File: src/rtl/touch_report_decoder_macros.svh
// Assertion macros for the touch report decoder.
`ifndef TOUCH_REPORT_DECODER_MACROS_SVH
`define TOUCH_REPORT_DECODER_MACROS_SVH
`ifndef SYNTHESIS
`define TRD_ASSERT_NOW(lbl, ante, cons, msg) \
  lbl: assert property (@(posedge clk) disable iff (rst) (ante) |-> (cons)) \
    else $error(msg);
`define TRD_ASSERT_NEXT(lbl, ante, cons, msg) \
  lbl: assert property (@(posedge clk) disable iff (rst) (ante) |=> (cons)) \
    else $error(msg);
`else
`define TRD_ASSERT_NOW(lbl, ante, cons, msg)
`define TRD_ASSERT_NEXT(lbl, ante, cons, msg)
`endif
`endif

File: src/rtl/trd_pkg.sv
// Types, constants and defaults shared by the touch report decoder.
package trd_pkg;

  localparam int COORD_BITS       = 12;
  localparam int SCREEN_BITS      = 16;
  localparam int PROD_W           = COORD_BITS + SCREEN_BITS;
  localparam int RADIX_BITS       = 4;
  localparam int DIV_STEPS        = PROD_W / RADIX_BITS;
  localparam int PACKET_BYTES_DEF = 25;
  localparam int FINGER_SLOTS_DEF = 5;
  localparam int SLOT_BASE        = 2;
  localparam int CFG_W            = 16;

  localparam logic [7:0] TYPE_REPORT = 8'h5D;
  localparam logic [7:0] TYPE_NOISE  = 8'h40;
  localparam logic [7:0] VAL_NOISY   = 8'h41;
  localparam logic [7:0] TYPE_CALIB  = 8'h66;
  localparam logic [7:0] TYPE_HELLO  = 8'h55;
  localparam logic [2:0] COUNT_MASK  = 3'h7;
  localparam logic [7:0] LOW_NIB     = 8'h0f;
  localparam logic [7:0] HIGH_NIB    = 8'hf0;

  localparam logic [2:0] EV_POINT    = 3'd0;
  localparam logic [2:0] EV_EMPTY    = 3'd1;
  localparam logic [2:0] EV_NOFINGER = 3'd2;
  localparam logic [2:0] EV_FRAMEEND = 3'd3;
  localparam logic [2:0] EV_NOISE    = 3'd4;
  localparam logic [2:0] EV_CALIB    = 3'd5;
  localparam logic [2:0] EV_HELLO    = 3'd6;

  localparam logic [2:0] CFG_DISP_MAX_X   = 3'd0;
  localparam logic [2:0] CFG_DISP_MAX_Y   = 3'd1;
  localparam logic [2:0] CFG_PANEL_WIDTH  = 3'd2;
  localparam logic [2:0] CFG_PANEL_HEIGHT = 3'd3;
  localparam logic [2:0] CFG_MIRROR_X     = 3'd4;
  localparam logic [2:0] CFG_MIRROR_Y     = 3'd5;
  localparam logic [2:0] CFG_SWAP_AXES    = 3'd6;

  localparam logic [15:0] DISP_MAX_X_RST = 16'd800;
  localparam logic [15:0] DISP_MAX_Y_RST = 16'd480;
  localparam logic [11:0] PANEL_EXT_RST  = 12'd4095;

  typedef struct packed {
    logic [7:0] data_byte;
    logic       packet_start;
  } trd_in_t;

  typedef struct packed {
    logic [2:0]  event_kind;
    logic [2:0]  slot_number;
    logic [15:0] pos_x;
    logic [15:0] pos_y;
    logic        noisy;
  } trd_out_t;

  typedef struct packed {
    logic                   start;
    logic [COORD_BITS-1:0]  value;
    logic [SCREEN_BITS-1:0] smax;
    logic [COORD_BITS-1:0]  ext;
  } sc_req_t;

  typedef struct packed {
    logic                   done;
    logic [SCREEN_BITS-1:0] result;
  } sc_rsp_t;

  typedef enum logic [2:0] {
    ST_IDLE,
    ST_START_X,
    ST_WAIT_X,
    ST_START_Y,
    ST_WAIT_Y,
    ST_PUSH
  } trd_state_t;

  typedef enum logic [1:0] {
    SC_IDLE,
    SC_MUL,
    SC_DIV,
    SC_DONE
  } sc_state_t;

endpackage

File: src/rtl/trd_scaler.sv
// Shared multiply and radix-16 restoring divide unit for coordinate scaling.
`include "touch_report_decoder_macros.svh"

module trd_scaler (
  input  logic             clk,
  input  logic             rst,
  input  trd_pkg::sc_req_t req,
  output trd_pkg::sc_rsp_t rsp
);

  localparam int CNT_W = $clog2(trd_pkg::DIV_STEPS);

  trd_pkg::sc_state_t state, state_next;

  logic [CNT_W-1:0]                  cnt;
  logic [trd_pkg::PROD_W-1:0]        num;
  logic [trd_pkg::PROD_W-1:0]        quo;
  logic [trd_pkg::COORD_BITS-1:0]    rem;
  logic [trd_pkg::COORD_BITS-1:0]    value_q;
  logic [trd_pkg::COORD_BITS-1:0]    ext_q;
  logic [trd_pkg::SCREEN_BITS-1:0]   smax_q;

  logic [trd_pkg::PROD_W-1:0]        num_next;
  logic [trd_pkg::PROD_W-1:0]        quo_next;
  logic [trd_pkg::COORD_BITS-1:0]    rem_next;
  logic                              last_step;

  always_comb begin
    logic [trd_pkg::COORD_BITS:0] t;
    num_next = num;
    quo_next = quo;
    rem_next = rem;
    t = '0;
    for (int i = 0; i < trd_pkg::RADIX_BITS; i++) begin
      t = {rem_next, num_next[trd_pkg::PROD_W-1]};
      num_next = {num_next[trd_pkg::PROD_W-2:0], 1'b0};
      if (t >= {1'b0, ext_q}) begin
        t = t - {1'b0, ext_q};
        quo_next = {quo_next[trd_pkg::PROD_W-2:0], 1'b1};
      end else begin
        quo_next = {quo_next[trd_pkg::PROD_W-2:0], 1'b0};
      end
      rem_next = t[trd_pkg::COORD_BITS-1:0];
    end
  end

  assign last_step = (cnt == CNT_W'(trd_pkg::DIV_STEPS - 1));

  always_comb begin
    state_next = state;
    case (state)
      trd_pkg::SC_IDLE: if (req.start) state_next = trd_pkg::SC_MUL;
      trd_pkg::SC_MUL:  state_next = trd_pkg::SC_DIV;
      trd_pkg::SC_DIV:  if (last_step) state_next = trd_pkg::SC_DONE;
      trd_pkg::SC_DONE: state_next = trd_pkg::SC_IDLE;
      default:          state_next = trd_pkg::SC_IDLE;
    endcase
  end

  always_comb begin
    rsp.done = (state == trd_pkg::SC_DONE);
    if (ext_q == '0) begin
      rsp.result = '0;
    end else if (quo > trd_pkg::PROD_W'(smax_q)) begin
      rsp.result = smax_q;
    end else begin
      rsp.result = quo[trd_pkg::SCREEN_BITS-1:0];
    end
  end

  always_ff @(posedge clk) begin
    if (rst) begin
      state <= trd_pkg::SC_IDLE;
      cnt   <= '0;
    end else begin
      state <= state_next;
      if (state == trd_pkg::SC_MUL) begin
        cnt <= '0;
      end else if (state == trd_pkg::SC_DIV) begin
        cnt <= cnt + CNT_W'(1);
      end
    end
  end

  always_ff @(posedge clk) begin
    case (state)
      trd_pkg::SC_IDLE: begin
        if (req.start) begin
          value_q <= req.value;
          smax_q  <= req.smax;
          ext_q   <= req.ext;
        end
      end
      trd_pkg::SC_MUL: begin
        num <= trd_pkg::PROD_W'(value_q) * trd_pkg::PROD_W'(smax_q);
        quo <= '0;
        rem <= '0;
      end
      trd_pkg::SC_DIV: begin
        num <= num_next;
        quo <= quo_next;
        rem <= rem_next;
      end
      default: begin
      end
    endcase
  end

  `TRD_ASSERT_NOW(a_start_idle, req.start, state == trd_pkg::SC_IDLE, "start while busy")
  `TRD_ASSERT_NOW(a_sat, rsp.done, rsp.result <= smax_q, "result above screen extent")
  `TRD_ASSERT_NOW(a_rem, (state == trd_pkg::SC_DIV) && (ext_q != '0), rem < ext_q, "remainder")
  `TRD_ASSERT_NEXT(a_mul, state == trd_pkg::SC_MUL, (rem == '0) && (cnt == '0), "divide init")

endmodule

File: src/rtl/touch_report_decoder.sv
// Top level of the touch report decoder: packet parser, sequencer, output register.
//
// channel  direction  handshake              payload
// in       input      in_valid / in_ready    trd_pkg::trd_in_t  (data_byte, packet_start)
// out      output     out_valid / out_ready  trd_pkg::trd_out_t (one event)
// cfg      input      cfg_we                 cfg_index, cfg_data
//
// A byte that gives no event leaves the sequencer in ST_IDLE; a status, slot-empty or
// frame-end event passes through ST_PUSH. A point byte runs the shared scaler for x then
// y, each pass being operand latch, multiply, 7 radix-16 divide steps, result.
// Synchronous reset clears control state, loads configuration defaults; no clearing pass.
// A waiting result does not block bytes that give no event; a new event waits in
// ST_PUSH until the output register is free.

module touch_report_decoder #(
  parameter int PACKET_BYTES = trd_pkg::PACKET_BYTES_DEF,
  parameter int FINGER_SLOTS = trd_pkg::FINGER_SLOTS_DEF
) (
  input  logic                      clk,
  input  logic                      rst,
  input  logic                      in_valid,
  output logic                      in_ready,
  input  trd_pkg::trd_in_t          in_data,
  output logic                      out_valid,
  input  logic                      out_ready,
  output trd_pkg::trd_out_t         out_data,
  input  logic                      cfg_we,
  input  logic [2:0]                cfg_index,
  input  logic [trd_pkg::CFG_W-1:0] cfg_data
);

  localparam int POS_W = $clog2(PACKET_BYTES);
  localparam logic [POS_W-1:0] LAST_POS  = POS_W'(PACKET_BYTES - 1);
  localparam logic [POS_W-1:0] SLOT_LO   = POS_W'(trd_pkg::SLOT_BASE);
  localparam logic [POS_W-1:0] SLOT_END  = POS_W'(trd_pkg::SLOT_BASE + 3 * FINGER_SLOTS);
  localparam logic [POS_W-1:0] POS_ONE   = POS_W'(1);

  trd_pkg::trd_state_t state, state_next;

  logic [15:0] disp_max_x, disp_max_y;
  logic [11:0] panel_width, panel_height;
  logic        mirror_x, mirror_y, swap_axes;

  logic [POS_W-1:0] byte_position;
  logic [7:0]       packet_type;
  logic [2:0]       finger_count;
  logic [7:0]       slot_first_byte;
  logic [7:0]       slot_second_byte;

  logic [trd_pkg::COORD_BITS-1:0] x_raw, y_raw;
  logic [15:0]                    scaled_x;
  trd_pkg::trd_out_t              pend;

  trd_pkg::sc_req_t sc_req;
  trd_pkg::sc_rsp_t sc_rsp;

  logic             acc;
  logic             push_load;
  logic [POS_W-1:0] pos_inc;
  logic [POS_W-1:0] rel;
  logic [8:0]       slot_prod;
  logic [2:0]       slot_idx;
  logic [POS_W-1:0] phase_full;
  logic [1:0]       phase;
  logic             in_slots;
  logic             dec_emit;
  logic             dec_point;
  trd_pkg::trd_out_t dec_ev;
  logic [15:0]      mx, my;

  assign acc       = in_valid && in_ready;
  assign push_load = (state == trd_pkg::ST_PUSH) && (!out_valid || out_ready);

  // slot = rel / 3 via reciprocal, exact for rel below 24
  assign pos_inc    = byte_position + POS_W'(1);
  assign rel        = pos_inc - SLOT_LO;
  assign slot_prod  = 9'(rel) * 9'd11;
  assign slot_idx   = slot_prod[7:5];
  assign phase_full = rel - POS_W'(slot_idx) * POS_W'(3);
  assign phase      = phase_full[1:0];
  assign in_slots   = (pos_inc >= SLOT_LO) && (pos_inc < SLOT_END);

  always_comb begin
    dec_emit  = 1'b0;
    dec_point = 1'b0;
    dec_ev    = '0;
    if (in_data.packet_start) begin
      if (in_data.data_byte == trd_pkg::TYPE_CALIB) begin
        dec_emit = 1'b1;
        dec_ev.event_kind = trd_pkg::EV_CALIB;
      end else if (in_data.data_byte == trd_pkg::TYPE_HELLO) begin
        dec_emit = 1'b1;
        dec_ev.event_kind = trd_pkg::EV_HELLO;
      end
    end else if (byte_position < LAST_POS) begin
      if (packet_type == trd_pkg::TYPE_NOISE) begin
        if (pos_inc == POS_ONE) begin
          dec_emit = 1'b1;
          dec_ev.event_kind = trd_pkg::EV_NOISE;
          dec_ev.noisy = (in_data.data_byte == trd_pkg::VAL_NOISY);
        end
      end else if (packet_type == trd_pkg::TYPE_REPORT) begin
        if (pos_inc == POS_ONE) begin
          if ((in_data.data_byte[2:0] & trd_pkg::COUNT_MASK) == 3'd0) begin
            dec_emit = 1'b1;
            dec_ev.event_kind = trd_pkg::EV_NOFINGER;
          end
        end else if (in_slots && (phase == 2'd2) && (finger_count != 3'd0)) begin
          dec_ev.slot_number = slot_idx;
          if ((slot_first_byte == 8'd0) && (slot_second_byte == 8'd0) &&
              (in_data.data_byte == 8'd0)) begin
            dec_emit = 1'b1;
            dec_ev.event_kind = trd_pkg::EV_EMPTY;
          end else begin
            dec_point = 1'b1;
            dec_ev.event_kind = trd_pkg::EV_POINT;
          end
        end else if (pos_inc == LAST_POS) begin
          dec_emit = 1'b1;
          dec_ev.event_kind = trd_pkg::EV_FRAMEEND;
        end
      end
    end
  end

  always_comb begin
    state_next = state;
    case (state)
      trd_pkg::ST_IDLE: begin
        if (acc && dec_point) begin
          state_next = trd_pkg::ST_START_X;
        end else if (acc && dec_emit) begin
          state_next = trd_pkg::ST_PUSH;
        end
      end
      trd_pkg::ST_START_X: state_next = trd_pkg::ST_WAIT_X;
      trd_pkg::ST_WAIT_X:  if (sc_rsp.done) state_next = trd_pkg::ST_START_Y;
      trd_pkg::ST_START_Y: state_next = trd_pkg::ST_WAIT_Y;
      trd_pkg::ST_WAIT_Y:  if (sc_rsp.done) state_next = trd_pkg::ST_PUSH;
      trd_pkg::ST_PUSH:    if (push_load) state_next = trd_pkg::ST_IDLE;
      default:             state_next = trd_pkg::ST_IDLE;
    endcase
  end

  always_comb begin
    in_ready     = (state == trd_pkg::ST_IDLE);
    sc_req.start = (state == trd_pkg::ST_START_X) || (state == trd_pkg::ST_START_Y);
    if ((state == trd_pkg::ST_START_Y) || (state == trd_pkg::ST_WAIT_Y)) begin
      sc_req.value = y_raw;
      sc_req.smax  = disp_max_y;
      sc_req.ext   = panel_height;
    end else begin
      sc_req.value = x_raw;
      sc_req.smax  = disp_max_x;
      sc_req.ext   = panel_width;
    end
  end

  trd_scaler u_scaler (
    .clk (clk),
    .rst (rst),
    .req (sc_req),
    .rsp (sc_rsp)
  );

  assign mx = mirror_x ? (disp_max_x - scaled_x) : scaled_x;
  assign my = mirror_y ? (disp_max_y - sc_rsp.result) : sc_rsp.result;

  always_ff @(posedge clk) begin
    if (rst) begin
      state        <= trd_pkg::ST_IDLE;
      out_valid    <= 1'b0;
      disp_max_x   <= trd_pkg::DISP_MAX_X_RST;
      disp_max_y   <= trd_pkg::DISP_MAX_Y_RST;
      panel_width  <= trd_pkg::PANEL_EXT_RST;
      panel_height <= trd_pkg::PANEL_EXT_RST;
      mirror_x     <= 1'b0;
      mirror_y     <= 1'b0;
      swap_axes    <= 1'b0;
      byte_position    <= '0;
      packet_type      <= '0;
      finger_count     <= '0;
      slot_first_byte  <= '0;
      slot_second_byte <= '0;
    end else begin
      state <= state_next;
      if (push_load) begin
        out_valid <= 1'b1;
      end else if (out_ready) begin
        out_valid <= 1'b0;
      end
      if (cfg_we) begin
        case (cfg_index)
          trd_pkg::CFG_DISP_MAX_X:   disp_max_x   <= cfg_data;
          trd_pkg::CFG_DISP_MAX_Y:   disp_max_y   <= cfg_data;
          trd_pkg::CFG_PANEL_WIDTH:  panel_width  <= cfg_data[11:0];
          trd_pkg::CFG_PANEL_HEIGHT: panel_height <= cfg_data[11:0];
          trd_pkg::CFG_MIRROR_X:     mirror_x     <= cfg_data[0];
          trd_pkg::CFG_MIRROR_Y:     mirror_y     <= cfg_data[0];
          trd_pkg::CFG_SWAP_AXES:    swap_axes    <= cfg_data[0];
          default: begin
          end
        endcase
      end
      if (acc) begin
        if (in_data.packet_start) begin
          byte_position <= '0;
          packet_type   <= in_data.data_byte;
          finger_count  <= '0;
        end else if (byte_position < LAST_POS) begin
          byte_position <= pos_inc;
          if (packet_type == trd_pkg::TYPE_REPORT) begin
            if (pos_inc == POS_ONE) begin
              finger_count <= in_data.data_byte[2:0] & trd_pkg::COUNT_MASK;
            end else if (in_slots && (phase == 2'd0)) begin
              slot_first_byte <= in_data.data_byte;
            end else if (in_slots && (phase == 2'd1)) begin
              slot_second_byte <= in_data.data_byte;
            end
          end
        end
      end
    end
  end

  always_ff @(posedge clk) begin
    if (acc && (dec_emit || dec_point)) begin
      pend <= dec_ev;
    end
    if (acc && dec_point) begin
      x_raw <= {slot_first_byte[3:0] & trd_pkg::LOW_NIB[3:0], in_data.data_byte};
      y_raw <= {slot_first_byte[7:4] & trd_pkg::HIGH_NIB[7:4], slot_second_byte};
    end
    if ((state == trd_pkg::ST_WAIT_X) && sc_rsp.done) begin
      scaled_x <= sc_rsp.result;
    end
    if ((state == trd_pkg::ST_WAIT_Y) && sc_rsp.done) begin
      pend.pos_x <= swap_axes ? my : mx;
      pend.pos_y <= swap_axes ? mx : my;
    end
    if (push_load) begin
      out_data <= pend;
    end
  end

endmodule

File: config.mk
export PLATFORM = sky130hd
export DESIGN_NAME = touch_report_decoder
export DESIGN_NICKNAME = d
export VERILOG_FILES = /design/src/rtl/trd_pkg.sv /design/src/rtl/trd_scaler.sv /design/src/rtl/touch_report_decoder.sv
export VERILOG_INCLUDE_DIRS = /design/src /design/src/rtl
export SDC_FILE = /design/constraint.sdc
export NUM_CORES = 1
export LEC_CHECK = 0
export BUFFER_PORTS_ARGS = -buffer_cell sky130_fd_sc_hd__buf_2
export CORE_UTILIZATION = 30
export CTS_BUF_LIST = sky130_fd_sc_hd__clkbuf_16
export DETAILED_ROUTE_END_ITERATION = 16
export GPL_ROUTABILITY_DRIVEN = 0
export GPL_TIMING_DRIVEN = 0
export SYNTH_ARGS = -nofsm -noshare
export SYNTH_HDL_FRONTEND = slang
export SYNTH_SLANG_ARGS = --single-unit
File: constraint.sdc
create_clock -name clk -period 8.7 [get_ports clk]
set_input_delay 0.87 -clock clk [delete_from_list [all_inputs] [get_ports clk]]
set_output_delay 0.87 -clock clk [all_outputs]
set_load 0.01 [all_outputs]
==> results of run 1 <==
-- cell families after synthesis --
family	count (synthesis)	share of synthesized area (%)
AND/OR/NAND/NOR	867	17.47
flip-flops	326	36.54
buffers and inverters	344	5.451
multiplexers	122	5.431
XOR/XNOR	84	3.059
adder cells (fa/ha/maj)	331	21.81
AO/OA/AOI/OAI	376	10.25
-- synthesized netlist by cell type, types with 5 or more instances --
master / number
a2111oi_0: 5
a211o_1: 9
a211oi_1: 37
a21boi_0: 5
a21o_1: 25
a21oi_1: 124
a221oi_1: 6
a22oi_1: 6
a31oi_1: 5
and2_1: 101
and3_1: 10
clkbuf_1: 90
dfxtp_1: 100
edfxtp_1: 226
fa_1: 147
ha_1: 184
inv_1: 246
mux2_2: 64
mux2i_1: 57
nand2_1: 347
nand2b_1: 14
nand3_1: 33
nand3b_1: 37
nand4_1: 15
nor2_1: 141
nor2b_1: 45
nor3_1: 53
nor3b_1: 5
nor4_1: 18
o21a_1: 13
o21ai_0: 67
o21bai_1: 14
o31ai_1: 16
or2_2: 15
or3_1: 13
xnor2_1: 52
xor2_1: 32
-- worst paths after layout --
| kind | startpoint | endpoint | slack [ps] | cells after the start |
|---|---|---|---|---|
| worst min register to register | pend[0] | out_data[0] | 420 | 0 |
| worst max register to register | u_scaler.num[27] | u_scaler.rem[9] | 370 | 40 |
| worst max-delay path | u_scaler.num[27] | u_scaler.rem[9] | 370 | 40 |
| worst min-delay path | pend[0] | out_data[0] | 420 | 0 |
-- repair_timing --
action	in CTS	in global routing
pin swaps	7	21
setup buffers	14	10
gates cloned	2	0
resized for setup	34	45
setup endpoints to repair	13	13
-- worst reg2reg max path: cells and delay by family (launching register included) --
| family | cells | cell delay, ps |
|---|---|---|
| AND/OR/NAND/NOR | 7 | 1240 |
| buffers and inverters | 7 | 890 |
| flip-flops | 1 | 440 |
| adder cells (fa/ha/maj) | 5 | 1240 |
| XOR/XNOR | 1 | 140 |
| multiplexers | 4 | 1180 |
| AO/OA/AOI/OAI | 16 | 2930 |
-- layer usage --
metal / vias up / GRT usage [%] / routed length, um
met5: - / 0 / 37
met4: 6 / 4.599 / 1547
met3: 107 / 2.392 / 3707
met2: 462 / 25.10 / 29290
met1: 8882 / 21.25 / 28840
li1: 8747 / - / -
-- area by class of cell --
| cell class | instances | area [um^2] |
|---|---|---|
| Clock inverter | 29 | 225.2 |
| Timing Repair Buffer | 104 | 676.9 |
| Fill cell | 8098 | 51440 |
| Multi-Input combinational cell | 1780 | 14280 |
| Clock buffer | 43 | 1076 |
| Inverter | 247 | 932.1 |
| Tap cell | 1050 | 1314 |
| Sequential cell | 326 | 8788 |
| Buffer | 94 | 397.9 |
-- state kept, by name, summed over array words and instances, names as in the netlist, 2 cells and up --
name              count
x_raw                12
u_scaler.smax_q      16
state                 3
u_scaler.cnt          3
slot_second_byte      8
u_scaler.value_q     12
panel_height         12
y_raw                12
packet_type           8
pend                 39
byte_position         5
out_data             39
panel_width          12
disp_max_y           16
u_scaler.num         28
u_scaler.rem         12
disp_max_x           16
u_scaler.state        2
u_scaler.quo         28
slot_first_byte       8
u_scaler.ext_q       12
finger_count          3
scaled_x             16
-- through the flow --
stage          instances  worst slack (ps)  instance area, um^2  utilization (%)
2_1_floorplan       2450             273.0                24050                -
3_3_place_gp        3572             -1620                25730            32.51
3_5_place_dp        3578             -1737                25880            32.70
4_1_cts             3666             34.50                27430            34.66
5_1_grt             3673            -38.85                27690            35.00
6_report            3673             374.3                27690            35.00
==> results.sh, run 1 <==
export IMPL_status="finished clean"
export IMPL_ant_nets=0
export IMPL_synth_area_leader_cell="edfxtp_1"
export IMPL_grt_pass1_wl_mm=99.70
export IMPL_cts_max_level=2
export IMPL_grt_usage_pct=15.50
export IMPL_synth_cell_types=77
export IMPL_skew_ps=16.21
export IMPL_critPathRequiredTime_ps=9000
export IMPL_setup_violations=0
export IMPL_gr_total_overflow=0
export IMPL_syn_nets=2814
export IMPL_antenna_found_initial=4
export IMPL_hpwl_mm=48.75
export IMPL_nets=2956
export IMPL_drt_wirelength_per_cell_um=17.27
export IMPL_vias=18204
export IMPL_grt_pass1_vias=17974
export IMPL_cts_buffers=39
export IMPL_drv_slew=0
export IMPL_finalHoldViolations=0
export IMPL_layout_common_cells="nand2_1, inv_1, edfxtp_1"
export IMPL_dieArea_mm2=0.08131
export IMPL_ys_flop_type="edfxtp_1"
export IMPL_synth_top_area_share_pct=28.21
export IMPL_cts_root_buf="clkbuf_16"
export IMPL_rows=103
export IMPL_cp_slowest_cell="edfxtp_1"
export IMPL_synth_avg_cell_area_um2=9.818
export IMPL_slew_headroom_pct=16.26
export IMPL_post_route_period_util_pct=95.70
export IMPL_worst_pin_slew_ps=1224
export IMPL_ys_warn_count=0
export IMPL_path_buf_inv=7
export IMPL_clock_sinks=326
export IMPL_clk_path_buf_depth=3
export IMPL_viasPerCell=4.956
export IMPL_yosys_top_cells_area="edfxtp_1, fa_1, ha_1"
export IMPL_drtIter0Drc=1191
export IMPL_ys_seq_area_share_pct=36.54
export IMPL_worstHoldPathType="reg2reg"
export IMPL_die_x_um=285.2
export IMPL_final_common_cell="nand2_1"
export IMPL_ctsHoldBuffers=0
export IMPL_synth_edf_count=226
export IMPL_synthArstFlopShare_pct=0
export IMPL_start_util_pct=30.40
export IMPL_maxCapViolCount=0
export IMPL_fmax_mhz=120.1
export IMPL_syn2layout_area_growth_pct=15.13
export IMPL_start_kind="flip-flop"
export IMPL_die_y_um=285.2
export IMPL_clk_pin_slew_worst_paths_ps=60
export IMPL_path_max_fanout=10
export IMPL_postSynthCellCount=2450
export IMPL_drt_first_pass_iters=5
export IMPL_antennaDiodeCount=0
export IMPL_fin_crit_ps=8326
export IMPL_whs_ps=417.3
export IMPL_insertion_delay_ps=560
export IMPL_path_class="reg2reg"
export IMPL_drc=0
export IMPL_slowest_delay_ps=440
export IMPL_drt_wl_total_mm=63.42
export IMPL_netlist_area_mm2=0.02405
export IMPL_core_area_mm2=0.07913
export IMPL_crit_family="compound AO/OA/AOI/OAI gates"
export IMPL_port_buffers=72
export IMPL_endpoint_kind="flip-flop"
export IMPL_drive_above_1_share_pct=11.93
export IMPL_cts_tree="built"
export IMPL_setup_tns_ps=0
export IMPL_synth_seq_cells=326
export IMPL_io_pins=74
export IMPL_worst_ep_arrival_time_ps=8630
export IMPL_grt_max_degree=69
Power of run 1 is not shown: default switching activity piles up to over one toggle a cycle in this logic, so the estimate is an artifact.
==> run 2: changes to the inputs <==
ABC_AREA = 1   (was default)
==> run 2 against run 1 <==
Net effect:
- synthesized area up 3.4%
- register-to-register slack better by 99 ps
- die area up 3.4%
- routed wire length up 4.2%
- largest cell class unchanged
- setup slack better by 99 ps
==> results.sh, run 2 <==
export IMPL_status="finished clean"
export IMPL_cp_slowest_cell="edfxtp_1"
export IMPL_path_max_fanout=10
export IMPL_synth_area_leader_cell="edfxtp_1"
export IMPL_drt_wirelength_per_cell_um=15.30
export IMPL_grt_usage_pct=15.62
export IMPL_viasPerCell=4.696
export IMPL_reg2reg_to="u_scaler.rem[3]"
export IMPL_cts_buffers=40
export IMPL_synthTopCellsByCount="nand2_1, inv_1, edfxtp_1, nor2_1, nand3_1"
export IMPL_hold_depth=0
export IMPL_ys_flop_type="edfxtp_1"
export IMPL_worst_ep_arrival_time_ps=8530
export IMPL_critPathRequiredTime_ps=9000
export IMPL_final_common_cell="nand2_1"
export IMPL_skew_ps=32.71
export IMPL_r2r_cells=41
export IMPL_netlist_area_mm2=0.02488
export IMPL_core_area_mm2=0.08211
export IMPL_grt_pass1_vias=19391
export IMPL_clk_pin_slew_worst_paths_ps=60
export IMPL_rsz0062_at_grt="false"
export IMPL_ys_seq_area_share_pct=35.33
export IMPL_layout_common_cells="nand2_1, inv_1, edfxtp_1"
export IMPL_start_util_pct=30.30
export IMPL_dp_cells=4236
export IMPL_syn_nets=3455
export IMPL_start_kind="flip-flop"
export IMPL_drt_wl_total_mm=66.06
export IMPL_dieArea_mm2=0.08408
export IMPL_drtIter0Drc=1606
export IMPL_path_class="reg2reg"
export IMPL_grt_pass1_wl_mm=105.7
export IMPL_r2r_slack_ps=470
export IMPL_drc=0
export IMPL_setup_tns_ps=0
export IMPL_fmax_mhz=121.6
export IMPL_nets=3580
export IMPL_port_buffers=71
export IMPL_synth_cell_types=61
export IMPL_slowest_delay_ps=450
export IMPL_final_cell_count_no_fill=4318
export IMPL_fin_crit_ps=8226
export IMPL_gr_total_overflow=0
export IMPL_worstHoldPathType="reg2reg"
export IMPL_clk_path_buf_depth=3
export IMPL_ctsHoldBuffers=0
export IMPL_drt_first_pass_iters=6
export IMPL_insertion_delay_ps=570
export IMPL_hpwl_mm=52.50
export IMPL_ys_warn_count=0
export IMPL_synthArstFlopShare_pct=0
export IMPL_antennaDiodeCount=0
export IMPL_antenna_found_initial=2
export IMPL_design_area_mm2=0.02807
export IMPL_crit_path_frequent_cell="ha_1"
export IMPL_drive_above_1_share_pct=7.451
export IMPL_post_route_period_util_pct=94.55
export IMPL_syn2layout_area_growth_pct=12.82
export IMPL_grt_max_degree=69
export IMPL_die_x_um=290.0
export IMPL_cts_tree="built"
export IMPL_whs_ps=414.5
export IMPL_holdPathEnd="out_data[8]"
export IMPL_setup_violations=0
export IMPL_place_area_mm2=0.02670
export IMPL_clock_sinks=326
export IMPL_maxCapViolCount=0
export IMPL_worst_pin_slew_ps=1076
export IMPL_reg2reg_from="u_scaler.ext_q[1]"
export IMPL_die_y_um=290.0
export IMPL_synth_most_common_cell="nand2_1"
export IMPL_io_pins=74
export IMPL_synth_seq_cells=326
export IMPL_finalHoldViolations=0
export IMPL_synth_top_area_share_pct=27.28
export IMPL_yosys_top_cells_area="edfxtp_1, nand2_1, fa_1"
export IMPL_cts_root_buf="clkbuf_16"
export IMPL_vias=20277
export IMPL_slew_headroom_pct=27.75
export IMPL_synth_avg_cell_area_um2=8.048
export IMPL_worstHoldStart="pend[8]"
export IMPL_num_fill_cells=8506
export IMPL_endpoint_kind="flip-flop"
export IMPL_rows=105
export IMPL_reg_top3="out_data x39, pend x39"
export IMPL_ant_nets=0
export IMPL_cts_max_level=2
export IMPL_drv_slew=0
export IMPL_synth_edf_count=226
export IMPL_postSynthCellCount=3091
[run 2: critical path: cells and delay by family (launching register included)]
family / cells / cell delay (ps)
adder cells (fa/ha/maj): 4 / 1450
flip-flops: 1 / 450
AND/OR/NAND/NOR: 19 / 2680
AO/OA/AOI/OAI: 9 / 2080
buffers and inverters: 9 / 1290
[run 2: layer usage]
metal	routed length (um)	share of wire (%)	GRT usage, %	up-vias
li1	-	-	-	10131
met1	31330	47	22.26	9429
met2	29070	44	24.65	618
met3	4113	6.2	2.053	97
met4	1541	2.3	4.463	2
met5	8	0.012	0	-
[run 2: layout make-up]
cell class                      count  area [um^2]  share of cell area, %
Clock inverter                     33        261.5                 0.9317
Sequential cell                   326         8788                  31.31
Buffer                            103        432.9                  1.543
Tap cell                         1070         1339                  4.770
Timing Repair Buffer               83        510.5                  1.819
Multi-Input combinational cell   2125        13680                  48.75
Inverter                          537         2024                  7.213
Clock buffer                       41         1026                  3.656
[run 2: metrics by stage]
step,util [%],setup slack (ps)
after global placement,32.36,98.10
after detailed placement,32.52,0.5338
after floorplan,-,1811
after CTS,34.08,5.239
after global routing,34.18,6.764
final,34.18,473.7
[run 2: worst max path at each step]
stage	start	endpoint	slack, ps
floorplan	u_scaler.ext_q[1]	u_scaler.rem[5]	1810
global placement	u_scaler.ext_q[1]	u_scaler.rem[7]	100
detailed placement	u_scaler.ext_q[1]	u_scaler.rem[7]	0.5
CTS	u_scaler.ext_q[1]	u_scaler.rem[7]	5
global route	u_scaler.ext_q[6]	u_scaler.rem[3]	7
finish	u_scaler.ext_q[1]	u_scaler.rem[3]	470
[run 2: repair_timing]
item	in CTS	in global routing
buffers inserted	0	8
setup endpoints to repair	0	13
gates resized for setup	0	6
[run 2: logic make-up (layout without fill, tap and decap cells)]
kind of cell,Yosys count,after routing,share of synthesized area (%)
AO/OA/AOI/OAI,366,366,8.244
XOR/XNOR,59,59,2.107
adder cells (fa/ha/maj),331,331,21.08
buffers and inverters,640,797,9.853
flip-flops,326,326,35.33
AND/OR/NAND/NOR,1369,1369,23.38
Power of run 2 is left out for the same reason.
